<file path="config.mk">
export PLATFORM = sky130hd
export DESIGN_NAME = fasmd_inv_step
export DESIGN_NICKNAME = d
export VERILOG_FILES = /design/src/rtl/fasmd_pkg.sv /design/src/rtl/fasmd_inv_step.sv
export SDC_FILE = /design/constraint.sdc
export NUM_CORES = 1
export LEC_CHECK = 0
export ABC_AREA = 1
export ABC_CLOCK_PERIOD_IN_PS = 9830
export BUFFER_PORTS_ARGS = -buffer_cell sky130_fd_sc_hd__buf_2
export CAP_MARGIN = 20
export CORE_MARGIN = 2
export CORE_UTILIZATION = 60
export DETAILED_ROUTE_END_ITERATION = 10
export HOLD_SLACK_MARGIN = 0.1
export PLACE_DENSITY = 0.84
export RECOVER_POWER = 100
export SLEW_MARGIN = 10
export SYNTH_ARGS = -nofsm -noshare
export SYNTH_HDL_FRONTEND = slang
export SYNTH_SLANG_ARGS = --single-unit
</file>
<file path="constraint.sdc">
create_clock -name clk -period 9.83 [get_ports clk]
set_input_delay 1.4745 -clock clk [delete_from_list [all_inputs] [get_ports clk]]
set_output_delay 1.4745 -clock clk [all_outputs]
set_load 0.01 [all_outputs]
</file>
<file path="src/rtl/fasmd_pkg.sv">
`timescale 1ns / 1ps
// ----------------------------------------------------------------------------
// fasmd_pkg
// shared types, constants and helpers for the fraction arithmetic pipeline
// ----------------------------------------------------------------------------
package fasmd_pkg;

    localparam int unsigned DATA_W       = 16;
    localparam int unsigned SHIFT_W      = 4;
    localparam int unsigned INV_W        = 17;
    localparam int unsigned GCD_STEPS    = 32;
    localparam int unsigned NEWTON_STEPS = 3;

    // one request as it travels through the gcd and inverse stages
    typedef struct packed {
        logic signed [DATA_W-1:0] na;
        logic signed [DATA_W-1:0] da;
        logic signed [DATA_W-1:0] nb;
        logic signed [DATA_W-1:0] db;
        logic [SHIFT_W-1:0]       k;
        logic [DATA_W-1:0]        u;
        logic [DATA_W-1:0]        v;
        logic [INV_W-1:0]         inv;
        logic [INV_W-1:0]         t;
    } pipe_t;

    // count of trailing zeros, zero for a zero word
    function automatic logic [SHIFT_W-1:0] ctz16(input logic [DATA_W-1:0] x);
        logic [SHIFT_W-1:0] r;
        r = '0;
        for (int i = DATA_W - 1; i >= 0; i--) begin
            if (x[i]) begin
                r = SHIFT_W'(i);
            end
        end
        return r;
    endfunction

endpackage

</file>
<file path="src/rtl/fasmd_inv_step.sv">
`timescale 1ns / 1ps
// ----------------------------------------------------------------------------
// fasmd_inv_step
// one newton iteration for the inverse of the odd gcd modulo 2^17
// ----------------------------------------------------------------------------
module fasmd_inv_step
    import fasmd_pkg::*;
(
    input  logic  clk,
    input  logic  rst_n,
    input  logic  en,
    input  logic  valid_in,
    input  pipe_t data_in,
    output logic  valid_out,
    output pipe_t data_out
);

    logic                 valid1_reg;
    logic                 valid2_reg;
    pipe_t                data1_reg;
    pipe_t                data2_reg;
    pipe_t                data1_next;
    pipe_t                data2_next;
    logic [2*INV_W-1:0]   m1;
    logic [2*INV_W-1:0]   m2;

    // first half: t = g * inv
    always_comb
    begin
        m1 = {{INV_W{1'b0}}, INV_W'(data_in.u)} * {{INV_W{1'b0}}, data_in.inv};
        data1_next   = data_in;
        data1_next.t = m1[INV_W-1:0];
    end

    // second half: inv = inv * (2 - t)
    always_comb
    begin
        m2 = {{INV_W{1'b0}}, data1_reg.inv}
           * {{INV_W{1'b0}}, INV_W'(INV_W'(2) - data1_reg.t)};
        data2_next     = data1_reg;
        data2_next.inv = m2[INV_W-1:0];
    end

    always_ff @(posedge clk or negedge rst_n)
    begin
        if (!rst_n)
        begin
            valid1_reg <= 1'b0;
            valid2_reg <= 1'b0;
        end
        else if (en)
        begin
            valid1_reg <= valid_in;
            valid2_reg <= valid1_reg;
        end
    end

    always_ff @(posedge clk)
    begin
        if (en)
        begin
            data1_reg <= data1_next;
            data2_reg <= data2_next;
        end
    end

    assign valid_out = valid2_reg;
    assign data_out  = data2_reg;

endmodule

</file>
==> summary.md <==
| Metric | Value |
|---|---|
| Routability cong. | `0.907` |
| Worst setup EP type | `flop` |
| DR DRC count | `0` |
| Worst Path Buf+Inv | `2` |
| Crit path max fanout | `135` |
| Final count of hold timing violations | `0` |
| WS Path Type | `input pin to flop` |
| Die Height | `175 um` |
| CTS Hold Bufs | `0` |
| CP required | `9.99 ns` |
| Post-layout util | `69.0%` |
| Top cells by area, synth | `edfxtp_1, fa_1, inv_1, nand2_1, ha_1` |
| Setup violators final | `0` |
| Die Span X | `175 um` |
| CTS tree | `yes` |
| Unique masters post-synth | `37` |
| GR Overflow Total | `0` |
| Max Freq | `129 MHz` |
| Hold Slack | `0.402 ns` |
| Starting DRT DRC Count | `932` |
| Total number of vias | `11,700` |
| CP max stage delay | `4.63 ns` |
| Setup_tns | `0 ns` |
| Mapped Nets | `2,022` |
| Worst-path clk slew | `0.06 ns` |
| Cells after Synth | `1,593` |
| Max cap viols | `1` |
| Yosys reg bits | `270` |
| CTS Sinks | `270` |
| Post-synth top area share | `45.7%` |
| Min-Delay Path Class | `flop to flop` |
| Synthesis Warnings | `0` |
| Die ar. | `30,800 um^2` |
| Resized cells post-CTS | `0` |
| Worst slew pin tran | `6.76 ns` |
| Post-route ant nets | `0` |
| Final Skew | `0.0284 ns` |
| Clk Latency, worst-skew pair | `0.56 ns` |
| Post-Syn Area | `17,600 um^2` |
| Std-Cell Rows | `62` |
| Leading area contributor after synthesis | `edfxtp_1` |
| Start point of the critical path | `en` |
| Min-delay src | `data1_reg[99]` |
| Vias in the first global route | `12,400` |
| RSZ-0062 raised after global routing | `false` |
| # IOs | `273` |
| Initial antenna violation count | `2` |
| Worst Path Arrival | `7.91 ns` |
| Setup Fix Bufs, Post-CTS | `0` |
| Slew HR | `-351%` |
| Clock Tree Buf Depth | `3` |
| Synthesized area per cell | `11.1 um^2` |
| Seq/Total Area, Yosys | `45.9%` |
| TritonCTS buffer count | `28` |
| H-tree levels | `1` |
| Fillers | `2,089` |
| Via density | `5.22` |
| First-pass GRT wire length | `62,900 um` |
| CP top delay family | `buffers and inverters` |
| Max stage delay cell, worst path | `clkbuf_1` |
| Final Cycle Share | `78.8%` |
| Ratio of cells with drive above 1 in the final layout | `8.32%` |
| Outcome | `complete, but fails checks` |
| Critical R2R Launch | `data1_reg[0]` |
| Synth-to-Final Area Change | `12.8%` |
| CP Launch Type | `input pin` |
| Final wirelength | `39,100 um` |
| Fin nets | `2,272` |
| Drt wl/cell | `17.4 um` |
| Global Route Usage Sum | `26.3%` |
| Largest net degree at the start of global routing | `136` |
| Most common cell after layout, fill and taps aside | `inv_1` |
| Violated checks | `capacitance limit, slew limit` |
| Core area | `28,800 um^2` |
| PortBufs | `255` |
| Final min period | `7.74 ns` |
| DPL Wire Length | `30,000 um` |
| First-pass DRT Iterations | `5` |
| Clock root buffer | `clkbuf_16` |
| Initial core utilization | `61.2%` |
| Most frequent cells in the layout | `inv_1, nand2_1, edfxtp_1` |
| Final Max Tran Viols | `136` |
| CP cell instances | `clkbuf_1, clkbuf_2` |
cell families after synthesis:
kind of cell	share of synthesized area (%)
AO/OA/AOI/OAI	1.63
XOR/XNOR	2.96
adder cells (fa/ha/maj)	28.7
buffers and inverters	9.24
flip-flops	45.9
AND/OR/NAND/NOR	11.6
worst paths after layout:
kind / end / slack (ns) / cells after the start
setup reg to reg: data_out[33] / 2.76 / 28
hold reg to reg: data_out[99] / 0.40 / 0
max in group asynchronous: valid1_reg / 8.96 / 1
hold / removal: data_out[99] / 0.40 / 0
min in group asynchronous: valid_out / 0.70 / 1
setup / recovery: data_out[34] / 2.09 / 2
cell usage after synthesis:
cell	number
a21o_1	2
a21oi_1	23
a31oi_1	2
and2_1	1
buf_1	2
buf_6	1
clkbuf_1	34
clkinv_1	1
dfrtp_1	2
edfxtp_1	268
fa_1	188
ha_1	103
inv_1	385
inv_2	9
nand2_1	349
nand2_2	12
nand2_4	1
nand2_8	1
nand3_1	39
nand3_2	1
nand3b_1	3
nand4_1	7
nor2_1	64
nor2_2	4
nor2_4	2
nor2_8	1
nor3_1	5
nor3_2	1
o21a_1	2
o21ai_0	11
o21ai_1	4
o21bai_1	4
o311ai_0	1
o31ai_1	2
xnor2_1	21
xnor3_1	1
xor2_1	36
area by class of cell:
type	count	area [um^2]	area share (%)
antenna	3	7.51	0.0378
inverter	395	1480	7.46
timing repair buffer	257	1070	5.40
clock buffer	37	734	3.70
clock inverter	12	98.8	0.497
sequential	270	8100	40.8
multi-input combinational	891	7900	39.7
tap	384	480	2.42
metal layers:
metal / part of all wire (%) / GRT usage [%] / vias to the layer above
li1: - / - / 5381
met1: 38 / 33.1 / 5701
met2: 51 / 46.9 / 542
met3: 7.2 / 3.25 / 118
met4: 3.9 / 9.83 / 0
met5: 0 / 0 / -
per-stage QoR:
stage | instances | setup WS [ns] | cell area (um^2)
CTS | 2246 | 2.72 | 20100
finish | 2249 | 2.09 | 19900
global placement | 2197 | 2.81 | 19300
global route | 2248 | 1.30 | 19900
detailed placement | 2197 | 2.74 | 19300
floorplan | 1593 | 3.11 | 17600
Power is left out: the tool's default activity adds up to more than one toggle a clock period on the data nets, which glitch-free logic cannot reach.
