**src/rtl/fasmd_pkg.sv**
```systemverilog
`timescale 1ns / 1ps
// ----------------------------------------------------------------------------
// fasmd_pkg
// shared types, constants and helpers for the fraction arithmetic pipeline
// ----------------------------------------------------------------------------
package fasmd_pkg;

    localparam int unsigned DATA_W       = 16;
    localparam int unsigned SHIFT_W      = 4;
    localparam int unsigned INV_W        = 17;
    localparam int unsigned GCD_STEPS    = 32;
    localparam int unsigned NEWTON_STEPS = 3;

    // one request as it travels through the gcd and inverse stages
    typedef struct packed {
        logic signed [DATA_W-1:0] na;
        logic signed [DATA_W-1:0] da;
        logic signed [DATA_W-1:0] nb;
        logic signed [DATA_W-1:0] db;
        logic [SHIFT_W-1:0]       k;
        logic [DATA_W-1:0]        u;
        logic [DATA_W-1:0]        v;
        logic [INV_W-1:0]         inv;
        logic [INV_W-1:0]         t;
    } pipe_t;

    // count of trailing zeros, zero for a zero word
    function automatic logic [SHIFT_W-1:0] ctz16(input logic [DATA_W-1:0] x);
        logic [SHIFT_W-1:0] r;
        r = '0;
        for (int i = DATA_W - 1; i >= 0; i--) begin
            if (x[i]) begin
                r = SHIFT_W'(i);
            end
        end
        return r;
    endfunction

endpackage

```
**src/rtl/fasmd_prep.sv**
```systemverilog
`timescale 1ns / 1ps
// ----------------------------------------------------------------------------
// fasmd_prep
// entry stage: denominator magnitudes, common power of two, odd parts
// ----------------------------------------------------------------------------
module fasmd_prep
    import fasmd_pkg::*;
(
    input  logic                     clk,
    input  logic                     rst_n,
    input  logic                     en,
    input  logic                     valid_in,
    input  logic signed [DATA_W-1:0] num_a,
    input  logic signed [DATA_W-1:0] den_a,
    input  logic signed [DATA_W-1:0] num_b,
    input  logic signed [DATA_W-1:0] den_b,
    output logic                     valid_out,
    output pipe_t                    data_out
);

    logic        valid_reg;
    pipe_t       data_reg;
    pipe_t       data_next;
    logic [DATA_W-1:0] ma;
    logic [DATA_W-1:0] mb;

    always_comb
    begin
        ma = den_a[DATA_W-1] ? DATA_W'(-den_a) : den_a;
        mb = den_b[DATA_W-1] ? DATA_W'(-den_b) : den_b;
        data_next     = '0;
        data_next.na  = num_a;
        data_next.da  = den_a;
        data_next.nb  = num_b;
        data_next.db  = den_b;
        data_next.k   = ctz16(ma | mb);
        data_next.u   = ma >> ctz16(ma);
        data_next.v   = mb >> ctz16(mb);
    end

    always_ff @(posedge clk or negedge rst_n)
    begin
        if (!rst_n)
        begin
            valid_reg <= 1'b0;
        end
        else if (en)
        begin
            valid_reg <= valid_in;
        end
    end

    always_ff @(posedge clk)
    begin
        if (en)
        begin
            data_reg <= data_next;
        end
    end

    assign valid_out = valid_reg;
    assign data_out  = data_reg;

endmodule

```
**config.mk**
```make
export PLATFORM = sky130hd
export DESIGN_NAME = fasmd_prep
export DESIGN_NICKNAME = d
export VERILOG_FILES = /design/src/rtl/fasmd_pkg.sv /design/src/rtl/fasmd_prep.sv
export SDC_FILE = /design/constraint.sdc
export NUM_CORES = 1
export LEC_CHECK = 0
export BUFFER_PORTS_ARGS = -buffer_cell sky130_fd_sc_hd__buf_2
export CORE_UTILIZATION = 40
export CTS_CLUSTER_SIZE = 8
export DETAILED_ROUTE_END_ITERATION = 12
export GPL_ROUTABILITY_DRIVEN = 0
export PLACE_DENSITY = 0.67
export SYNTH_ARGS = -nofsm -noshare
export SYNTH_HDL_FRONTEND = slang
export SYNTH_SLANG_ARGS = --single-unit
```
**constraint.sdc**
```tcl
create_clock -name clk -period 2 [get_ports clk]
set_clock_uncertainty 0.15 [all_clocks]
set_input_delay 0.1 -clock clk [delete_from_list [all_inputs] [get_ports clk]]
set_output_delay 0.1 -clock clk [all_outputs]
set_load 0.01 [all_outputs]
```
==> results.sh, run 1 <==
export IMPL_cts_root_to_sink_buffers=2
export IMPL_drt_first_iter_violations=668
export IMPL_vias_per_cell=5.65
export IMPL_timing_max_cap_violations=0
export IMPL_netlist_cell_type_count=85
export IMPL_die_width_um=132
export IMPL_detail_route_wirelength_um=26700
export IMPL_fmax_mhz=332
export IMPL_initial_core_util=0.409
export IMPL_first_global_vias=7434
export IMPL_synthesis_area_sq_um=6760
export IMPL_critical_path_max_stage_delay_ns=0.54
export IMPL_grt_max_degree=30
export IMPL_setup_viol=34
export IMPL_post_synth_cell_area_avg_sq_um=10.4
export IMPL_fp_coreArea_sq_um=16500
export IMPL_synth_warning_count=0
export IMPL_timing_hold_violations_final=0
export IMPL_power_density_nw_per_um2=617
export IMPL_final_core_utilization=0.740
export IMPL_worstSkewPairLatency_ns=0.35
export IMPL_cts_reportedPaths_clkPinSlew_ns=0.07
export IMPL_fillers=1031
export IMPL_final_cell_count_no_fill=1379
export IMPL_io_pin_count=203
export IMPL_tritoncts_num_buffers=9
export IMPL_detailroute_via_count=7791
export IMPL_number_of_antenna_violations_at_the_first_check_in_global_routing=1
export IMPL_synth_common_cells="edfxtp_1, nand2_1, nor2_1, buf_4, a21oi_1"
export IMPL_slack_of_the_critical_path_ns=-1.01
export IMPL_worst_max_slew_margin_expressed_relative_to_the_limit=0.613
export IMPL_ir_worst_vdd_v=0.000472
export IMPL_synth_enable_flop_cells=100
export IMPL_grt_usage=0.282
export IMPL_number_of_optimization_iterations_in_the_first_detailed_route_pass=7
export IMPL_htree_num_levels=3
export IMPL_crit_required_ns=1.93
export IMPL_total_of_flip_flops_plus_latches_after_synthesis=101
export IMPL_syn_inst=650
export IMPL_path_common_cell="buf_6"
export IMPL_dp_hpwl_um=16200
export IMPL_biggest_fanout_along_the_worst_timing_path=6
export IMPL_timing_final_crit_share=1.51
export IMPL_clock_sinks=101
export IMPL_total_leakage_power_nw=5.14
export IMPL_worst_setup_path_start_kind="input pin"
export IMPL_timing_worst_setup_path_type="input pin to flip-flop"
export IMPL_dominant_register_cell_in_the_synthesized_netlist="edfxtp_1"
export IMPL_post_place_ws_ns=-1.29
export IMPL_failed_checks="negative setup slack"
export IMPL_num_antenna_cells=0
export IMPL_number_of_nets_at_the_end_of_the_flow=1226
export IMPL_fp_row_count=47
export IMPL_final_min_clock_period_ns=3.01
export IMPL_drt_drc_violations_left=0
export IMPL_flow_area_growth_from_synthesis_pct=80.8
export IMPL_global_route_wire_length_before_repair_um=39000
export IMPL_yosys_top_cell_by_area="edfxtp_1"
export IMPL_tightestPinTransition_ns=0.578
export IMPL_worst_ep_arrival_time_ns=2.94
export IMPL_dp_cells=1248
export IMPL_post_drt_wl_per_cell_um=19.4
export IMPL_ratio_of_cells_with_drive_above_1_in_the_final_layout=0.576
export IMPL_globalRoute_totalOverflow=0
export IMPL_final_cell_area_sq_um=12200
export IMPL_report_final_slew_viol_count=0
export IMPL_total_power_mw=7.54
export IMPL_status="finished, violations left"
export IMPL_number_of_i_o_port_buffers=168
export IMPL_cts_tree="yes"
export IMPL_netlist_top_cells_area="edfxtp_1, buf_4, nand2_1"
export IMPL_synth_most_common_cell="edfxtp_1"
export IMPL_detail_route_antenna_nets=0
export IMPL_path_cells="buf_6, or4_4, buf_6, o41ai_4, xor2_2, a211o_1, a41oi_2, nand2_2, buf_12, buf_4, a211oi_2, o22ai_1"
export IMPL_rsz0062_at_grt="yes"
export IMPL_synthArstFlopShare=0.00990
export IMPL_hold_class="input pin to flip-flop"
export IMPL_die_area_sq_um=17400
export IMPL_placed_area_sq_um=9830
export IMPL_chipHeight_um=132
export IMPL_seq_area_frac_synth=0.448
export IMPL_cpMaxStageDelayCell="or4_4"
export IMPL_worstSetupEndpointType="flip-flop"
export IMPL_clk_root_buffer_cell="clkbuf_16"
export IMPL_synth_top_cell_area_share=0.444
[cell families after synthesis]
logic type,share of synthesized area
xor gates and xnor gates,0.0372
other,0.000555
adders and majority gates,0.00740
DFF,0.448
muxes,0.0418
AOI/OAI and AO/OA,0.240
buffers and inverters,0.0650
and+or+nand+nor,0.160
[critical path, delay by kind of cell]
kind	cells	cell delay, ns
and+or+nand+nor	2	0.71
buffers and inverters	4	0.58
AOI/OAI and AO/OA	5	1.36
xor gates and xnor gates	1	0.18
[placed cells by master, fill, tap and decap left out, types with 7 or more instances in the layout]
master	netlist	final
nand2b_1	11	9
nand3_1	18	15
o211ai_1	15	15
dlygate4sd3_1	0	65
and2_1	12	8
clkbuf_16	0	10
a211oi_4	1	8
nor3_1	17	11
nor2_1	49	38
buf_4	34	249
nand2_1	51	42
buf_6	1	37
conb_1	1	36
a21oi_2	2	10
o41ai_4	2	7
a21oi_1	28	15
xor2_1	13	8
a211oi_2	5	13
a211o_1	9	9
mux2i_4	0	10
buf_12	0	7
o21ai_1	7	7
buf_2	18	159
edfxtp_1	100	100
nor2b_1	9	7
o21ai_0	20	14
[path summary, 6_finish.rpt]
check / end / depth (start not counted) / start / slack [ns]
worst max-delay path: data_out[51]$_DFFE_PP_ / 12 / den_a[13] / -1.01
max in group asynchronous: valid_out$_DFFE_PN0P_ / 3 / rst_n / 1.17
worst max register to register: valid_out$_DFFE_PN0P_ / 1 / valid_out$_DFFE_PN0P_ / 1.10
worst min-delay path: data_out[104]$_DFFE_PP_ / 2 / den_a[2] / 0.03
worst min register to register: valid_out$_DFFE_PN0P_ / 1 / valid_out$_DFFE_PN0P_ / 0.37
min in group asynchronous: valid_out$_DFFE_PN0P_ / 3 / rst_n / 0.43
[flip-flops by register name, indices dropped and copies added, names as in the netlist]
signal and count:
valid_out 1, data_out 100
[area by class of cell]
| class | instances | area [sq um] | area share |
|---|---|---|---|
| Clock buffer | 10 | 229 | 0.0187 |
| Clock inverter | 6 | 70.1 | 0.00573 |
| Inverter | 7 | 46.3 | 0.00379 |
| Multi-Input combinational cell | 509 | 4530 | 0.371 |
| Sequential cell | 101 | 3030 | 0.248 |
| Tap cell | 220 | 275 | 0.0225 |
| Timing Repair Buffer | 526 | 4040 | 0.331 |
[per-stage QoR]
step	hold slack [ns]	setup TNS [ns]
2_1_floorplan	-0.346	-28.70
3_3_place_gp	-0.273	-37.31
3_5_place_dp	-0.273	-38.40
4_1_cts	0.0208	-21.88
5_1_grt	0.0545	-28.11
6_report	0.0261	-25.65
[power by group]
group | switching [mW] | internal, mW | total (mW) | leakage [nW]
Clock | 0.828 | 0.983 | 1.81 | 0.143
Combinational | 1.59 | 1.48 | 3.07 | 4.01
Sequential | 0.0613 | 2.59 | 2.65 | 0.989
Total | 2.48 | 5.05 | 7.54 | 5.14
[repair_timing]
item | 4_1_cts | 5_1_grt
setup buffers | 36 | 15
hold endpoints to repair | 64 | 0
resized for setup | 141 | 73
setup endpoints to repair | 34 | 34
hold buffers | 65 | 0
cloned | 3 | 1
pin swaps | 55 | 44
[per-layer routing]
layer  wire [um]  GRT usage
met4        1250      0.110
met2       12900      0.480
met3        2220     0.0554
met1       10400      0.351
met5          13          0
Note: power is estimated with default switching activity, not from simulation.
==> inputs of run 2 (changes only) <==
--- a/config.mk
+++ b/config.mk
@@ -6,11 +6,11 @@
 export NUM_CORES = 1
 export LEC_CHECK = 0
 export BUFFER_PORTS_ARGS = -buffer_cell sky130_fd_sc_hd__buf_2
-export CORE_UTILIZATION = 40
+export CORE_UTILIZATION = 55
 export CTS_CLUSTER_SIZE = 8
 export DETAILED_ROUTE_END_ITERATION = 12
 export GPL_ROUTABILITY_DRIVEN = 0
-export PLACE_DENSITY = 0.67
+export PLACE_DENSITY = 0.86
 export SYNTH_ARGS = -nofsm -noshare
 export SYNTH_HDL_FRONTEND = slang
 export SYNTH_SLANG_ARGS = --single-unit
==> run 2 against run 1 <==
Synthesized cell count unchanged. Area after synthesis is the same. The flow now stops in clock tree synthesis (4_1_cts).
==> results.sh, run 2 <==
export IMPL_cts_resized_gates=185
export IMPL_post_synth_cell_area_avg_sq_um=10.4
export IMPL_error_message="[ERROR DPL-0033] detailed placement checks failed during check placement."
export IMPL_yosys_top_cell_by_area="edfxtp_1"
export IMPL_htree_num_levels=3
export IMPL_synth_warning_count=0
export IMPL_seq_area_frac_synth=0.448
export IMPL_synth_most_common_cell="edfxtp_1"
export IMPL_synth_compound_gate_area_share=0.240
export IMPL_tritoncts_num_buffers=9
export IMPL_io_pin_count=203
export IMPL_chipHeight_um=113
export IMPL_synth_simple_gate_area_share=0.160
export IMPL_number_of_i_o_port_buffers=168
export IMPL_holdBufCountCts=65
export IMPL_fp_row_count=40
export IMPL_total_of_flip_flops_plus_latches_after_synthesis=101
export IMPL_halt_stage="clock tree synthesis (4_1_cts)"
export IMPL_die_width_um=113
export IMPL_synthArstFlopShare=0.00990
export IMPL_synth_enable_flop_cells=100
export IMPL_initial_core_util=0.563
export IMPL_synthesis_area_sq_um=6760
export IMPL_cts_root_to_sink_buffers=2
export IMPL_synth_xor_xnor_area_share=0.0372
export IMPL_netlist_top_cells_area="edfxtp_1, buf_4, nand2_1"
export IMPL_status="aborted with a tool error"
export IMPL_synth_adder_area_share=0.00740
export IMPL_placed_area_sq_um=9630
export IMPL_netlist_cell_type_count=85
export IMPL_synth_common_cells="edfxtp_1, nand2_1, nor2_1, buf_4, a21oi_1"
export IMPL_post_cts_repair_setup_buffers=57
export IMPL_dominant_register_cell_in_the_synthesized_netlist="edfxtp_1"
export IMPL_post_synth_mux_area_share=0.0418
export IMPL_dp_hpwl_um=17300
export IMPL_syn_inst=650
export IMPL_combinational_family_with_the_most_area_after_synthesis="compound AO/OA/AOI/OAI gates"
export IMPL_synth_top_cell_area_share=0.444
export IMPL_post_place_ws_ns=-1.36
export IMPL_clk_root_buffer_cell="clkbuf_16"
export IMPL_clock_sinks=101
run 2: cell counts after synthesis:
No cell type changed its count.
run 2: cells by family after synthesis:
logic type | after synthesis
XOR/XNOR | 27
other | 1
buffers and inverters | 75
AO/OA/AOI/OAI | 203
multiplexers | 27
adder cells (fa/ha/maj) | 4
flip-flops | 101
AND/OR/NAND/NOR | 212
run 2: stage by stage:
stage | std cells | TNS (ns)
detailed placement | 1166 | -39.80
global placement | 1166 | -36.30
floorplan | 685 | -28.70
==> inputs of run 3 (changes only) <==
--- a/config.mk
+++ b/config.mk
@@ -6,11 +6,10 @@
 export NUM_CORES = 1
 export LEC_CHECK = 0
 export BUFFER_PORTS_ARGS = -buffer_cell sky130_fd_sc_hd__buf_2
-export CORE_UTILIZATION = 55
-export CTS_CLUSTER_SIZE = 8
+export CORE_UTILIZATION = 40
 export DETAILED_ROUTE_END_ITERATION = 12
 export GPL_ROUTABILITY_DRIVEN = 0
-export PLACE_DENSITY = 0.86
+export PLACE_DENSITY_LB_ADDON = 0.15
 export SYNTH_ARGS = -nofsm -noshare
 export SYNTH_HDL_FRONTEND = slang
 export SYNTH_SLANG_ARGS = --single-unit
==> run 3 against run 2 <==
The flow now finishes, with violations (negative setup slack).
==> results.sh, run 3 (synthesis results as in run 1) <==
export IMPL_power_switching_mw=2.45
export IMPL_drt_first_iter_violations=678
export IMPL_ir_worst_vdd_v=0.000500
export IMPL_r2r_start="valid_out$_DFFE_PN0P_"
export IMPL_number_of_optimization_iterations_in_the_first_detailed_route_pass=7
export IMPL_timing_setup_tns_ns=-24.78
export IMPL_clk_root_buffer_cell="clkbuf_16"
export IMPL_dp_hpwl_um=16600
export IMPL_clock_sinks=101
export IMPL_failed_checks="negative setup slack"
export IMPL_io_pin_count=203
export IMPL_timing_worst_setup_path_type="input pin to flip-flop"
export IMPL_ratio_of_cells_with_drive_above_1_in_the_final_layout=0.570
export IMPL_worstSetupEndpointType="flip-flop"
export IMPL_worst_hold_startpoint="den_b[15]"
export IMPL_first_global_vias=7731
export IMPL_multi_input_comb_area_sq_um=4440
export IMPL_final_core_utilization=0.731
export IMPL_die_width_um=132
export IMPL_cts_root_to_sink_buffers=2
export IMPL_worst_max_slew_margin_expressed_relative_to_the_limit=0.602
export IMPL_power_density_nw_per_um2=610
export IMPL_rsz0062_at_grt="yes"
export IMPL_total_leakage_power_nw=5.09
export IMPL_number_of_i_o_port_buffers=168
export IMPL_cts_reportedPaths_clkPinSlew_ns=0.07
export IMPL_biggest_fanout_along_the_worst_timing_path=5
export IMPL_detail_route_wirelength_um=25100
export IMPL_worst_setup_path_start_kind="input pin"
export IMPL_number_of_antenna_violations_at_the_first_check_in_global_routing=0
export IMPL_number_of_nets_at_the_end_of_the_flow=1231
export IMPL_tightestPinTransition_ns=0.593
export IMPL_layout_common_cells="buf_4, buf_2, edfxtp_1"
export IMPL_fmax_mhz=347
export IMPL_detailroute_via_count=7587
export IMPL_seq_area_sq_um=3030
export IMPL_global_route_wire_length_before_repair_um=38800
export IMPL_slack_of_the_critical_path_ns=-0.880
export IMPL_post_drt_wl_per_cell_um=18.1
export IMPL_path_buf_inv=5
export IMPL_timing_hold_violations_final=0
export IMPL_crit_required_ns=1.95
export IMPL_largest_reg_flops=100
export IMPL_globalRoute_totalOverflow=0
export IMPL_flow_area_growth_from_synthesis_pct=78.6
export IMPL_fp_row_count=47
export IMPL_setup_viol=34
export IMPL_tritoncts_num_buffers=9
export IMPL_reg2reg_to="valid_out$_DFFE_PN0P_"
export IMPL_detail_route_antenna_nets=0
export IMPL_r2r_setup_slack_ns=1.09
export IMPL_path_common_cell="buf_4"
export IMPL_cell_internal_pwr_mw=4.91
export IMPL_status="finished, violations left"
export IMPL_cts_tree="yes"
export IMPL_report_final_slew_viol_count=0
export IMPL_die_area_sq_um=17400
export IMPL_cp_top_family="compound AO/OA/AOI/OAI gates"
export IMPL_vias_per_cell=5.48
export IMPL_path_cells="buf_8, or4_4, buf_12, o41ai_4, buf_4, xnor2_1, a211o_1, a41oi_2, nand2_2, buf_6, buf_4, a211oi_4, o22ai_2"
export IMPL_clkPwrFrac=0.240
export IMPL_grt_max_degree=44
export IMPL_final_min_clock_period_ns=2.88
export IMPL_drt_drc_violations_left=0
export IMPL_worstSkewPairLatency_ns=0.36
export IMPL_final_common_cell="buf_4"
export IMPL_fillers=1174
export IMPL_num_antenna_cells=0
export IMPL_critical_path_max_stage_delay_ns=0.59
export IMPL_switching_share=0.333
export IMPL_holdPathStages=2
export IMPL_timing_max_cap_violations=0
export IMPL_cpMaxStageDelayCell="or4_4"
export IMPL_initial_core_util=0.409
export IMPL_fp_coreArea_sq_um=16500
export IMPL_htree_num_levels=3
export IMPL_hold_class="input pin to flip-flop"
export IMPL_reg2reg_depth=1
export IMPL_grt_usage=0.281
export IMPL_worst_ep_arrival_time_ns=2.82
export IMPL_whs_endpoint="data_out[85]$_DFFE_PP_"
export IMPL_seq_power_share=0.359
export IMPL_p_comb_frac=0.401
export IMPL_chipHeight_um=132
export IMPL_timing_final_crit_share=1.44
==> run 3: final cells by class <==
| cell class | instances | share of cell area |
|---|---|---|
| clock buffer | 10 | 0.0190 |
| clock inverter | 6 | 0.00560 |
| inverter | 7 | 0.00425 |
| multi-input combinational | 510 | 0.368 |
| sequential | 101 | 0.251 |
| tap | 220 | 0.0228 |
| timing repair buffer | 530 | 0.330 |
==> run 3: power groups by stage <==
stage	Combinational (mW)	Sequential, mW	Clock, mW
2_1_floorplan	1.08	2.82	0
3_3_place_gp	2.18	2.68	0
3_5_place_dp	2.22	2.69	0
4_1_cts	2.66	2.65	1.80
5_1_grt	3.12	2.66	1.88
6_report	2.95	2.64	1.77
==> run 3: metrics by stage <==
step                      instance area (sq um)  hold slack [ns]  power, mW  instances  setup slack (ns)
after floorplan                            7340           -0.346       3.90        685            -0.972
after global placement                     9760           -0.275       4.87       1242             -1.27
after detailed placement                   9760           -0.268       4.91       1242             -1.39
after CTS                                 11600          0.00179       7.10       1360            -0.766
after global routing                      12100           0.0298       7.67       1384            -0.934
final                                     12100           0.0190       7.36       1384            -0.880
==> run 3: how the worst max path moves through the flow <==
stage / to / cells after the start / from / slack, ns
final: data_out[51]$_DFFE_PP_ / 13 / den_a[1] / -0.88
after global routing: data_out[51]$_DFFE_PP_ / 12 / den_a[1] / -0.93
after CTS: data_out[59]$_SDFFCE_PP0P_ / 13 / den_a[0] / -0.77
after detailed placement: data_out[51]$_DFFE_PP_ / 15 / den_a[1] / -1.39
after global placement: data_out[51]$_DFFE_PP_ / 15 / den_a[1] / -1.27
after floorplan: data_out[55]$_DFFE_PP_ / 10 / den_a[2] / -0.97
==> run 3: repair_timing <==
item / in CTS / in global routing
buffers inserted: 42 / 26
pin swaps: 68 / 43
hold endpoints to repair: 60 / 0
hold buffers: 61 / 0
gates cloned: 2 / 0
setup endpoints to repair: 34 / 34
resized for setup: 127 / 68
==> run 3: metal layers <==
layer / part of all wire / vias up / global-route usage
li1: - / 3480 / -
met4: 0.042 / 0 / 0.132
met5: 0 / - / 0
met2: 0.52 / 356 / 0.506
met3: 0.055 / 92 / 0.0438
met1: 0.39 / 3659 / 0.326
