**config.mk**
```make
export PLATFORM = sky130hd
export DESIGN_NAME = fasmd_gcd_step
export DESIGN_NICKNAME = d
export VERILOG_FILES = /design/src/rtl/fasmd_pkg.sv /design/src/rtl/fasmd_gcd_step.sv
export SDC_FILE = /design/constraint.sdc
export NUM_CORES = 1
export LEC_CHECK = 0
export BUFFER_PORTS_ARGS = -buffer_cell sky130_fd_sc_hd__buf_2
export CORE_ASPECT_RATIO = 2
export CORE_MARGIN = 2
export CORE_UTILIZATION = 40
export CTS_CLUSTER_DIAMETER = 120
export DETAILED_ROUTE_END_ITERATION = 10
export GPL_TIMING_DRIVEN = 0
export PLACE_DENSITY = 0.67
export SLEW_MARGIN = 15
export SYNTH_ARGS = -nofsm -noshare
export SYNTH_HDL_FRONTEND = slang
export SYNTH_SLANG_ARGS = --single-unit
```
**constraint.sdc**
```tcl
create_clock -name clk -period 1 [get_ports clk]
set_input_delay 0.05 -clock clk [delete_from_list [all_inputs] [get_ports clk]]
set_output_delay 0.05 -clock clk [all_outputs]
set_load 0.005 [all_outputs]
```
**src/rtl/fasmd_pkg.sv**
```systemverilog
`timescale 1ns / 1ps
// ----------------------------------------------------------------------------
// fasmd_pkg
// shared types, constants and helpers for the fraction arithmetic pipeline
// ----------------------------------------------------------------------------
package fasmd_pkg;

    localparam int unsigned DATA_W       = 16;
    localparam int unsigned SHIFT_W      = 4;
    localparam int unsigned INV_W        = 17;
    localparam int unsigned GCD_STEPS    = 32;
    localparam int unsigned NEWTON_STEPS = 3;

    // one request as it travels through the gcd and inverse stages
    typedef struct packed {
        logic signed [DATA_W-1:0] na;
        logic signed [DATA_W-1:0] da;
        logic signed [DATA_W-1:0] nb;
        logic signed [DATA_W-1:0] db;
        logic [SHIFT_W-1:0]       k;
        logic [DATA_W-1:0]        u;
        logic [DATA_W-1:0]        v;
        logic [INV_W-1:0]         inv;
        logic [INV_W-1:0]         t;
    } pipe_t;

    // count of trailing zeros, zero for a zero word
    function automatic logic [SHIFT_W-1:0] ctz16(input logic [DATA_W-1:0] x);
        logic [SHIFT_W-1:0] r;
        r = '0;
        for (int i = DATA_W - 1; i >= 0; i--) begin
            if (x[i]) begin
                r = SHIFT_W'(i);
            end
        end
        return r;
    endfunction

endpackage

```
**src/rtl/fasmd_gcd_step.sv**
```systemverilog
`timescale 1ns / 1ps
// ----------------------------------------------------------------------------
// fasmd_gcd_step
// one binary gcd iteration on the odd parts: subtract and strip twos
// ----------------------------------------------------------------------------
module fasmd_gcd_step
    import fasmd_pkg::*;
(
    input  logic  clk,
    input  logic  rst_n,
    input  logic  en,
    input  logic  valid_in,
    input  pipe_t data_in,
    output logic  valid_out,
    output pipe_t data_out
);

    logic              valid_reg;
    pipe_t             data_reg;
    pipe_t             data_next;
    logic [DATA_W-1:0] lo;
    logic [DATA_W-1:0] hi;
    logic [DATA_W-1:0] d;

    always_comb
    begin
        lo = (data_in.u < data_in.v) ? data_in.u : data_in.v;
        hi = (data_in.u < data_in.v) ? data_in.v : data_in.u;
        d  = hi - lo;
        data_next = data_in;
        // finished once v is zero
        if (data_in.v != '0)
        begin
            data_next.u = lo;
            data_next.v = d >> ctz16(d);
        end
    end

    always_ff @(posedge clk or negedge rst_n)
    begin
        if (!rst_n)
        begin
            valid_reg <= 1'b0;
        end
        else if (en)
        begin
            valid_reg <= valid_in;
        end
    end

    always_ff @(posedge clk)
    begin
        if (en)
        begin
            data_reg <= data_next;
        end
    end

    assign valid_out = valid_reg;
    assign data_out  = data_reg;

endmodule

```
==> results.txt, run 1 <==
----------------------------------------------------
[Detailed routing]
  Antenna-violating nets left ... 0
  Count of TritonRoute iterations in the first routing pass ... 5
  Final wirelength ... 25400 um
  Remaining DRCs ... 0
  Iteration-0 DRC Markers ... 455
  Vias ... 6907
  Wirelength per Cell ... 20.2 um
  Routed via count divided by cell count ... 5.51

[Logic synthesis]
  Number of enable-type register cells in the synthesized netlist ... 134
  Number of distinct library cell variants in the gate-level netlist after synthesis ... 91
  Async set-reset flop share out of synthesis ... 0.00741
  Leading register cell type out of synthesis ... sky130_fd_sc_hd__edfxtp_1
  Largest cells by area after synthesis ... sky130_fd_sc_hd__edfxtp_1 (57%), sky130_fd_sc_hd__mux2_2 (3.4%), sky130_fd_sc_hd__ha_1 (2.8%)
  Number of synthesized register bits ... 135
  Mean cell area of the mapped netlist ... 12.6 um^2
  Post-Synthesis Cell Area ... 7050 um^2
  Top-area cell type share of the netlist area ... 0.571
  Post-synthesis cell type with the largest combined area ... sky130_fd_sc_hd__edfxtp_1
  Top cells by count, synth ... sky130_fd_sc_hd__edfxtp_1 (134), sky130_fd_sc_hd__nand2_1 (38), sky130_fd_sc_hd__nor2_1 (34)
  Synthesized net count ... 712
  Syn. warnings ... 0
  Top-count cell post-synth ... sky130_fd_sc_hd__edfxtp_1
  Portion of the post-synthesis area used by sequential elements ... 0.575
  Synth Instances ... 558

[Final layout]
  Area used by multi-input combinational logic ... 3570 um^2
  Final design utilization ... 0.693
  Number of filler cells placed in the layout ... 1204
  Layout area overhead ... 69.8%
  Reg area ... 4050 um^2
  Share of post-route cells with drive strength above 1 ... 0.509
  NumNets Final ... 1183

[Pwr]
  Largest voltage drop on the vdd net ... 1300 uV
  Lkg Pwr ... 0.00504 uW
  Fraction of power consumed by combinational cells ... 0.335
  Post-layout power ... 20200 uW
  Power share of the clock group ... 0.311
  Switching component of the power ... 6060 uW
  Seq pwr share ... 0.353
  Switching share of power ... 0.300
  Power Density ... 1690 nW/um^2
  Cell-internal power ... 14200 uW

[Min path]
  Worst hold stages ... 2
  Hold crit path type ... input port to flip-flop

[Global routing]
  Overall Global Routing Usage ... 0.258
  Wire length of the first global-routing pass ... 37600 um
  Overflow left after global routing ... 0
  Number of antenna violations at the first check in global routing ... 1
  Via count of the first global-routing pass ... 7115
  Largest net degree at the start of global routing ... 94

[Clock network]
  Buffer cell driving the clock tree root ... sky130_fd_sc_hd__clkbuf_16
  Max Buffers Root-to-Sink ... 2
  Clock network latency to the later pin of the worst-skew pair ... 410 ps
  Maximum level of the CTS H-tree ... 4
  CTS tree ... yes
  Number of buffers created by CTS ... 17
  # clock sinks ... 135
  Clock transition at the registers of the reported paths ... 70 ps

[Timing]
  Transition time of the tightest slew-check pin ... 804 ps
  Hold Fails Final Rpt ... 0
  Number of pins with negative max-slew slack in the final report ... 0
  Share of the clock period used by the worst path after layout ... 3.90
  Setup TNS ... -61640 ps
  Worst clock skew ... 0 ps
  Clock period minus final worst setup slack ... 3900 ps
  Setup repair after global routing missed its margin ... yes
  Min Hold Slack ... 18.3 ps
  Post-route setup slack ... -2900 ps
  Setup-failing EPs final ... 35
  Achievable clock frequency ... 257 MHz
  Worst rel slew slack ... 0.464

[Place]
  Routability-driven placement congestion ratio ... 0.939
  Pre-CTS setup slack ... -3930 ps
  # port buffers ... 272
  Dpl hpwl ... 16600 um

[Critical path]
  Worst setup SP type ... input port
  Crit path capture type ... flip-flop
  Crit-path cells ... buf_6 -> ha_4 -> nand4_1 -> or3_4 -> a211o_4 -> nand3_4 -> buf_12 -> buf_6 -> a211o_1 -> a21oi_2 -> or4_4 -> a22oi_2 -> o31a_1 -> o211a_1 -> buf_6 -> mux2_4 -> mux2i_4 -> o211ai_1
  Reg2Reg Depth ... 2
  Max incr delay on CP ... 420 ps
  Most frequent CP cell ... sky130_fd_sc_hd__buf_6
  Startpoint-to-endpoint class of the critical path ... input port to flip-flop
  Crit Path Max Fanout ... 8
  Slowest cell on the critical path ... sky130_fd_sc_hd__or4_4
  Required time at the worst-slack endpoint ... 1160 ps
  Signal arrival time at the worst endpoint ... 4050 ps

[Floorplan]
  Die Outline Area ... 18800 um^2
  Placement Rows ... 68
  Number of primary I/O pins ... 273
  Initial cell density of the core ... 0.408
  Core outline area ... 17300 um^2
  Horizontal die dimension ... 97.8 um
  Die height ... 192 um

[Status]
  Outcome ... finished with violations
  Violations in the final reports ... setup timing

[Run]
  Max capacitance violation total ... 0

----------------------------------------------------
-- sequential cells by signal (all words and copies together) (netlist names) --
signal / flops
data_out: 134
valid_out: 1
-- worst max-delay path: cells and delay by family --
family,cells,cell delay [ps]
compound gates,7,1540
simple gates,4,1140
mux,2,510
fa+ha+maj,1,280
buf+inv,4,510
-- metrics by stage --
| step | area (um^2) | std cells |
|---|---|---|
| final | 12000 | 1253 |
| after global routing | 12000 | 1253 |
| after CTS | 11700 | 1235 |
| after detailed placement | 8850 | 1041 |
| after global placement | 8820 | 1040 |
| after floorplan | 7190 | 558 |
-- layer usage --
metal | GRT usage | routed length (um) | vias to the layer above
met5 | 0 | 0 | -
met4 | 0.144 | 1570 | 0
met3 | 0.0531 | 1450 | 111
met2 | 0.496 | 14000 | 351
met1 | 0.251 | 8380 | 3291
li1 | - | - | 3154
-- power groups by stage --
stage               sequential (uW)  combinational [uW]  clock [uW]
finish                         7140                6780        6290
global route                   7200                7170        6600
CTS                            7130                6230        6410
detailed placement             7240                4640           0
global placement               7230                4570           0
floorplan                      7350                2770           0
-- cells in the final DEF, fill, tap and decap left out, types with 16 or more instances in the layout --
cell                            netlist  layout
sky130_fd_sc_hd__buf_2                5     259
sky130_fd_sc_hd__mux2_4               1      19
sky130_fd_sc_hd__clkbuf_16            0      18
sky130_fd_sc_hd__inv_1               24      16
sky130_fd_sc_hd__dlygate4sd3_1        0     118
sky130_fd_sc_hd__nor2_1              34      27
sky130_fd_sc_hd__buf_4                2      58
sky130_fd_sc_hd__a21oi_1             27      20
sky130_fd_sc_hd__buf_6                1      21
sky130_fd_sc_hd__edfxtp_1           134     134
sky130_fd_sc_hd__nand2_1             38      36
-- final timing paths --
| path | end | start | slack [ps] |
|---|---|---|---|
| max reg2reg | valid_out$_DFFE_PN0P_ | valid_out$_DFFE_PN0P_ | 90 |
| min in group asynchronous | valid_out$_DFFE_PN0P_ | rst_n | 500 |
| max in group asynchronous | valid_out$_DFFE_PN0P_ | rst_n | 400 |
| min reg2reg | valid_out$_DFFE_PN0P_ | valid_out$_DFFE_PN0P_ | 660 |
| max | data_out[37]$_DFFE_PP_ | data_in[63] | -2900 |
| min | data_out[52]$_DFFE_PP_ | data_in[52] | 20 |
-- final cells by class --
cell class,instances,share of cell area
antenna,1,0.000209
buffer,8,0.00847
clock buffer,20,0.0373
clock inverter,12,0.0118
inverter,24,0.00900
multi-input combinational,381,0.298
sequential,135,0.338
tap,210,0.0220
timing repair buffer,462,0.274
-- cells by family (layout without fill, tap and decap cells) --
kind of cell | after synthesis | in the layout | share of synthesized area
compound gates | 152 | 152 | 0.170
simple gates | 168 | 168 | 0.131
buf+inv | 42 | 526 | 0.0279
other cells | 0 | 1 | 0
fa+ha+maj | 16 | 16 | 0.0284
xor+xnor | 7 | 7 | 0.00977
flops | 135 | 135 | 0.575
mux | 38 | 38 | 0.0584
-- what timing repair did --
action / 4_1_cts / 5_1_grt
setup endpoints to repair: 37 / 83
hold buffers: 116 / 2
endpoints found under the hold margin: 114 / 2
gates resized for setup: 145 / 36
cloned: 1 / 1
pin swaps: 52 / 34
setup buffers: 54 / 16
Power figures use the tool's default switching activity.
==> inputs of run 2 (changes only) <==
- clock period: 1 -> 4 ns (I/O delays scaled with it)
==> results.txt, run 2 (synthesis results as in run 1) <==
----------------------------------------------------
[Detailed routing]
  Final wirelength ... 22700 um (-11%)
  Remaining DRCs ... 0 (unchanged)
  Wirelength per Cell ... 18.7 um (-7.7%)
  Count of TritonRoute iterations in the first routing pass ... 5 (unchanged)
  Iteration-0 DRC Markers ... 340 (-25%)
  Routed via count divided by cell count ... 5.39 (-2.3%)
  Antenna-violating nets left ... 0 (unchanged)
  Vias ... 6539 (-5.3%)

[Critical path]
  Worst reg2reg startpoint ... valid_out$_DFFE_PN0P_
  Crit-path cells ... buf_12 -> inv_12 -> ha_4 -> nand4_1 -> or3_4 -> a211o_4 -> nand3_4 -> buf_12 -> o22ai_4 -> a221o_1 -> or4b_4 -> and3_4 -> o2111ai_4 -> o211ai_1 -> buf_6 -> mux2_4 -> a311oi_2
  Worst setup SP type ... input port
  Reg2Reg Depth ... 1 (-1)
  Max incr delay on CP ... 550 ps (+130 ps)
  Register-to-register setup slack ... 3250 ps (+3160 ps)
  Crit path capture type ... flip-flop
  Signal arrival time at the worst endpoint ... 4370 ps (+320 ps)
  Capturing point of the worst reg2reg path ... valid_out$_DFFE_PN0P_
  Number of buffer and inverter stages on the critical path ... 4 (unchanged)
  Slowest cell on the critical path ... sky130_fd_sc_hd__or4b_4
  Most frequent CP cell ... sky130_fd_sc_hd__buf_12
  Startpoint-to-endpoint class of the critical path ... input port to flip-flop
  Family with the most delay on the worst path ... simple AND/OR/NAND/NOR gates
  Crit Path Max Fanout ... 8 (unchanged)
  Required time at the worst-slack endpoint ... 4240 ps (+3080 ps)

[Timing]
  Achievable clock frequency ... 242 MHz
  Worst rel slew slack ... 0.540 (+0.0756)
  Setup-failing EPs final ... 12 (-66%)
  Number of pins with negative max-slew slack in the final report ... 0 (unchanged)
  Setup repair after global routing missed its margin ... yes
  Setup TNS ... -902 ps (+60730 ps)
  Hold Fails Final Rpt ... 0 (unchanged)
  Transition time of the tightest slew-check pin ... 688 ps (-116 ps)
  Share of the clock period used by the worst path after layout ... 1.03
  Clock period minus final worst setup slack ... 4130 ps
  Post-route setup slack ... -127 ps (+2770 ps)
  Worst clock skew ... 0 ps (unchanged)

[Status]
  Outcome ... finished with violations
  Violations in the final reports ... setup timing

[Final layout]
  Leading cell types in the layout, fill and taps excluded ... sky130_fd_sc_hd__buf_2 (262), sky130_fd_sc_hd__edfxtp_1 (134), sky130_fd_sc_hd__dlygate4sd3_1 (103), sky130_fd_sc_hd__buf_4 (41), sky130_fd_sc_hd__nand2_1 (35)
  Share of post-route cells with drive strength above 1 ... 0.482 (-0.0271)
  Final non-filler cell area ... 11300 um^2 (-5.7%)
  Flip-flop count of the largest register, all copies and words added ... 134 (unchanged)
  Layout area overhead ... 60.1%
  NumNets Final ... 1145 (-3.2%)
  Most common library cell in the layout ignoring fill and taps ... sky130_fd_sc_hd__buf_2

[Global routing]
  Overall Global Routing Usage ... 0.233 (-0.0254)
  Overflow left after global routing ... 0 (unchanged)
  Via count of the first global-routing pass ... 6611 (-7.1%)
  Largest net degree at the start of global routing ... 95 (+1.1%)
  Number of antenna violations at the first check in global routing ... 1 (unchanged)
  Wire length of the first global-routing pass ... 34000 um (-9.6%)

[Clock network]
  Maximum level of the CTS H-tree ... 4 (unchanged)
  Clock network latency to the later pin of the worst-skew pair ... 410 ps (about the same)
  Clock transition at the registers of the reported paths ... 60 ps (about the same)
  CTS tree ... yes
  Max Buffers Root-to-Sink ... 2 (unchanged)
  Buffer cell driving the clock tree root ... sky130_fd_sc_hd__clkbuf_16
  Number of buffers created by CTS ... 17 (unchanged)
  # clock sinks ... 135 (unchanged)

[Pwr]
  Power Density ... 428 nW/um^2 (-75%)
  Largest voltage drop on the vdd net ... 294 uV (-77%)
  Post-layout power ... 4830 uW (-76%)
  Lkg Pwr ... 0.00472 uW (-6.3%)

[Floorplan]
  Placement Rows ... 68 (unchanged)
  Core outline area ... 17300 um^2 (unchanged)
  Number of primary I/O pins ... 273 (unchanged)
  Die height ... 192 um (unchanged)
  Die Outline Area ... 18800 um^2 (unchanged)
  Horizontal die dimension ... 97.8 um (unchanged)
  Initial cell density of the core ... 0.408 (unchanged)

[Min path]
  Hold EP ... valid_out$_DFFE_PN0P_
  Hold crit path type ... input port to flip-flop
  Worst hold stages ... 2 (unchanged)
  Start point of the worst hold path ... valid_in

[Run]
  Max capacitance violation total ... 0 (unchanged)

[Place]
  # port buffers ... 272 (unchanged)
  Routability-driven placement congestion ratio ... 0.930 (-1.0%)
  Standard cell area after detailed placement ... 8800 um^2 (-0.59%)
  Pre-CTS setup slack ... -1120 ps (+2810 ps)
  Dpl hpwl ... 16000 um (-3.7%)

----------------------------------------------------
## run 2: cell count changes in the layout (fill, tap and decap cells not counted), sizes merged
cell         delta
buf            -23
clkbuf          -2
clkinv          +3
clkinvlp        -1
dlygate4sd3    -15
inv             -1
## run 2: where the power goes
part	leakage [uW]	total (uW)	switching (uW)	internal (uW)
clock network	0.000273	1540	615	922
registers	0.00132	1790	38.5	1750
logic	0.00312	1510	779	732
## run 2: area by class of cell
cell class                      instances  area, um^2
Inverter                               24         108
Clock buffer                           18         429
Buffer                                 11         118
Multi-Input combinational cell        381        3300
Timing Repair Buffer                  421        2860
Sequential cell                       135        4050
Tap cell                              210         263
Fill cell                            1295        5990
Clock inverter                         13         146
Antenna cell                            1        2.50
## run 2: repair_timing
action | CTS | global route
hold buffers | 103 | 0
endpoints found under the hold margin | 103 | 0
pin swaps | 25 | 29
cloned | 1 | 0
buffers inserted | 29 | 15
resized for setup | 64 | 62
endpoints found under the setup margin | 16 | 16
## run 2: how the worst max path moves through the flow
stage / startpoint / end / slack (ps) / cells past startpoint
floorplan: data_in[45] / data_out[37]$_DFFE_PP_ / -150 / 18
global placement: data_in[35] / data_out[35]$_DFFE_PP_ / -1090 / 16
detailed placement: data_in[37] / data_out[42]$_DFFE_PP_ / -1120 / 17
CTS: data_in[48] / data_out[37]$_DFFE_PP_ / 0.3 / 19
global route: data_in[44] / data_out[38]$_DFFE_PP_ / -270 / 18
finish: data_in[45] / data_out[40]$_DFFE_PP_ / -130 / 17
## run 2: per-stage QoR
step	utilization	hold WS (ps)	instances
final	0.653	29.8	1214
after floorplan	-	-95.6	558
after global placement	0.507	-24.0	1040
after detailed placement	0.509	-24.1	1041
after CTS	0.631	6.20	1198
after global routing	0.653	34.4	1214
## run 2: metal layers
layer  wire length, um  track usage  part of all wire  vias to the layer above
li1                  -            -                 -                     3074
met1              7890        0.237              0.35                     3113
met2             12800        0.449              0.57                      290
met3              1180       0.0469             0.052                       62
met4               773        0.105             0.034                        0
met5                 0            0                 0                        -
==> inputs of run 3 (changes only) <==
- RECOVER_POWER: unset -> 100
==> results.txt, run 3 (synthesis results as in run 1) <==
----------------------------------------------------
[Clock network]
  # clock sinks ... 135 (unchanged)
  Buffer cell driving the clock tree root ... sky130_fd_sc_hd__clkbuf_16
  CTS tree ... yes
  Clock transition at the registers of the reported paths ... 60 ps (about the same)
  Number of buffers created by CTS ... 17 (unchanged)
  Clock network latency to the later pin of the worst-skew pair ... 410 ps (about the same)
  Max Buffers Root-to-Sink ... 2 (unchanged)
  Maximum level of the CTS H-tree ... 4 (unchanged)

[Floorplan]
  Die height ... 192 um (unchanged)
  Initial cell density of the core ... 0.408 (unchanged)
  Horizontal die dimension ... 97.8 um (unchanged)
  Placement Rows ... 68 (unchanged)
  Core outline area ... 17300 um^2 (unchanged)
  Number of primary I/O pins ... 273 (unchanged)
  Die Outline Area ... 18800 um^2 (unchanged)

[Final layout]
  Flip-flop count of the largest register, all copies and words added ... 134 (unchanged)
  Layout area overhead ... 58.0%
  Share of post-route cells with drive strength above 1 ... 0.386 (-0.0957)
  Reg area ... 4050 um^2 (unchanged)
  NumNets Final ... 1145 (unchanged)
  Post-route non-filler standard cell count ... 1214 (unchanged)
  Final design utilization ... 0.645 (-0.00848)
  Area used by multi-input combinational logic ... 3300 um^2 (unchanged)
  Most common library cell in the layout ignoring fill and taps ... sky130_fd_sc_hd__buf_2
  Leading cell types in the layout, fill and taps excluded ... sky130_fd_sc_hd__buf_2 (167), sky130_fd_sc_hd__edfxtp_1 (134), sky130_fd_sc_hd__dlygate4sd3_1 (103), sky130_fd_sc_hd__clkbuf_1 (99), sky130_fd_sc_hd__buf_4 (41)
  Number of filler cells placed in the layout ... 1329 (+2.6%)

[Timing]
  Worst clock skew ... 0 ps (unchanged)
  Setup-failing EPs final ... 12 (unchanged)
  Share of the clock period used by the worst path after layout ... 1.03 (about the same)
  Achievable clock frequency ... 242 MHz (about the same)
  Hold Fails Final Rpt ... 0 (unchanged)
  Worst rel slew slack ... -0.551 (-1.09)
  Post-route setup slack ... -126 ps (+1.48 ps)
  Min Hold Slack ... 31.2 ps (+1.41 ps)
  Clock period minus final worst setup slack ... 4130 ps (-1.48 ps)
  Transition time of the tightest slew-check pin ... 2330 ps (+1640 ps)
  Number of pins with negative max-slew slack in the final report ... 43 (+43)
  Setup TNS ... -884 ps (+18.6 ps)
  Setup repair after global routing missed its margin ... yes

[Critical path]
  Signal arrival time at the worst endpoint ... 4360 ps (about the same)
  Worst setup SP type ... input port
  Crit Path Max Fanout ... 8 (unchanged)
  Required time at the worst-slack endpoint ... 4240 ps (about the same)
  Register-to-register setup slack ... 3250 ps (about the same)
  Crit path capture type ... flip-flop
  Startpoint-to-endpoint class of the critical path ... input port to flip-flop

[Detailed routing]
  Remaining DRCs ... 0 (unchanged)
  Wirelength per Cell ... 18.8 um (+0.38%)
  Iteration-0 DRC Markers ... 341 (+0.29%)
  Antenna-violating nets left ... 0 (unchanged)
  Vias ... 6534 (-0.076%)
  Routed via count divided by cell count ... 5.38 (about the same)
  Count of TritonRoute iterations in the first routing pass ... 5 (unchanged)
  Final wirelength ... 22800 um (+0.38%)

[Global routing]
  Number of antenna violations at the first check in global routing ... 1 (unchanged)
  Overall Global Routing Usage ... 0.233 (unchanged)
  Wire length of the first global-routing pass ... 34000 um (unchanged)
  GRT met3 Usage ... 0.0469 (unchanged)
  Via count of the first global-routing pass ... 6611 (unchanged)
  Layer with the highest usage after global routing ... met2
  Fraction of met1 tracks used by global routing ... 0.237 (unchanged)
  Overflow left after global routing ... 0 (unchanged)
  Largest net degree at the start of global routing ... 95 (unchanged)
  Global routing usage on met2 ... 0.449 (unchanged)

[Place]
  Placed Cells ... 1041 (unchanged)
  Dpl hpwl ... 16000 um (unchanged)
  Pre-CTS setup slack ... -1120 ps (unchanged)
  Routability-driven placement congestion ratio ... 0.930 (unchanged)
  # port buffers ... 272 (unchanged)

[Pwr]
  Lkg Pwr ... 0.00445 uW (-5.8%)
  Power Density ... 432 nW/um^2 (+0.85%)
  Largest voltage drop on the vdd net ... 293 uV (-0.17%)

[Run]
  Max capacitance violation total ... 1 (+1)

[Status]
  Violations in the final reports ... capacitance limit, slew limit, setup timing
  Outcome ... finished with violations

[Min path]
  Hold crit path type ... input port to flip-flop

----------------------------------------------------
run 3: cell types whose count changed in the layout (fill, tap and decap cells not counted):
cell                       change
sky130_fd_sc_hd__clkbuf_1     +96
sky130_fd_sc_hd__clkbuf_4      +1
sky130_fd_sc_hd__buf_6         -1
sky130_fd_sc_hd__buf_2        -95
sky130_fd_sc_hd__buf_16        -1
run 3: worst paths after layout:
path                       depth (start not counted)                endpoint                  start
min reg2reg                                        1   valid_out$_DFFE_PN0P_  valid_out$_DFFE_PN0P_
max in group asynchronous                          2   valid_out$_DFFE_PN0P_                  rst_n
min                                                2   valid_out$_DFFE_PN0P_               valid_in
max                                               17  data_out[40]$_DFFE_PP_            data_in[45]
max reg2reg                                        1   valid_out$_DFFE_PN0P_  valid_out$_DFFE_PN0P_
min in group asynchronous                          2   valid_out$_DFFE_PN0P_                  rst_n
run 3: metrics by stage:
stage                     cell area [um^2]  total power [uW]
after floorplan                       7140              2520
after global placement                8760              2940
after detailed placement              8800              2950
after CTS                            10900              4730
after global routing                 11100              5020
final                                11100              4810
run 3: area by class of cell:
class / instances / area share
flip-flops and latches: 135 / 0.364
multi-input cells: 381 / 0.297
repair buffers: 421 / 0.244
clock buffers: 18 / 0.0385
well taps: 210 / 0.0236
clock inverters: 13 / 0.0131
plain buffers: 11 / 0.0106
inverters: 24 / 0.00967
diodes: 1 / 0.000225
run 3: repair_timing:
item,CTS,global route
cloned,1,0
resized for setup,64,62
hold endpoints to repair,103,0
hold buffers,103,0
setup buffers,29,15
pin swaps,25,29
setup endpoints to repair,16,16
run 3: metal layers:
layer  part of all wire  up-vias
met4              0.035        0
met1               0.35     3112
met5                  0        -
li1                   -     3068
met3              0.052       61
met2               0.56      293
run 3: critical path: stages:
cell	delay [ps]
sky130_fd_sc_hd__buf_12	100
sky130_fd_sc_hd__inv_12	30
sky130_fd_sc_hd__ha_4	260
sky130_fd_sc_hd__nand4_1	170
sky130_fd_sc_hd__or3_4	450
sky130_fd_sc_hd__a211o_4	350
sky130_fd_sc_hd__nand3_4	190
sky130_fd_sc_hd__buf_12	170
sky130_fd_sc_hd__o22ai_4	80
sky130_fd_sc_hd__a221o_1	340
sky130_fd_sc_hd__or4b_4	550
sky130_fd_sc_hd__and3_4	200
sky130_fd_sc_hd__o2111ai_4	200
sky130_fd_sc_hd__o211ai_1	280
sky130_fd_sc_hd__buf_6	250
sky130_fd_sc_hd__mux2_4	310
sky130_fd_sc_hd__a311oi_2	230
run 3: power by group:
group / switching (uW) / internal, uW
combinational: 779 / 702
sequential: 41.6 / 1750
clock: 615 / 922
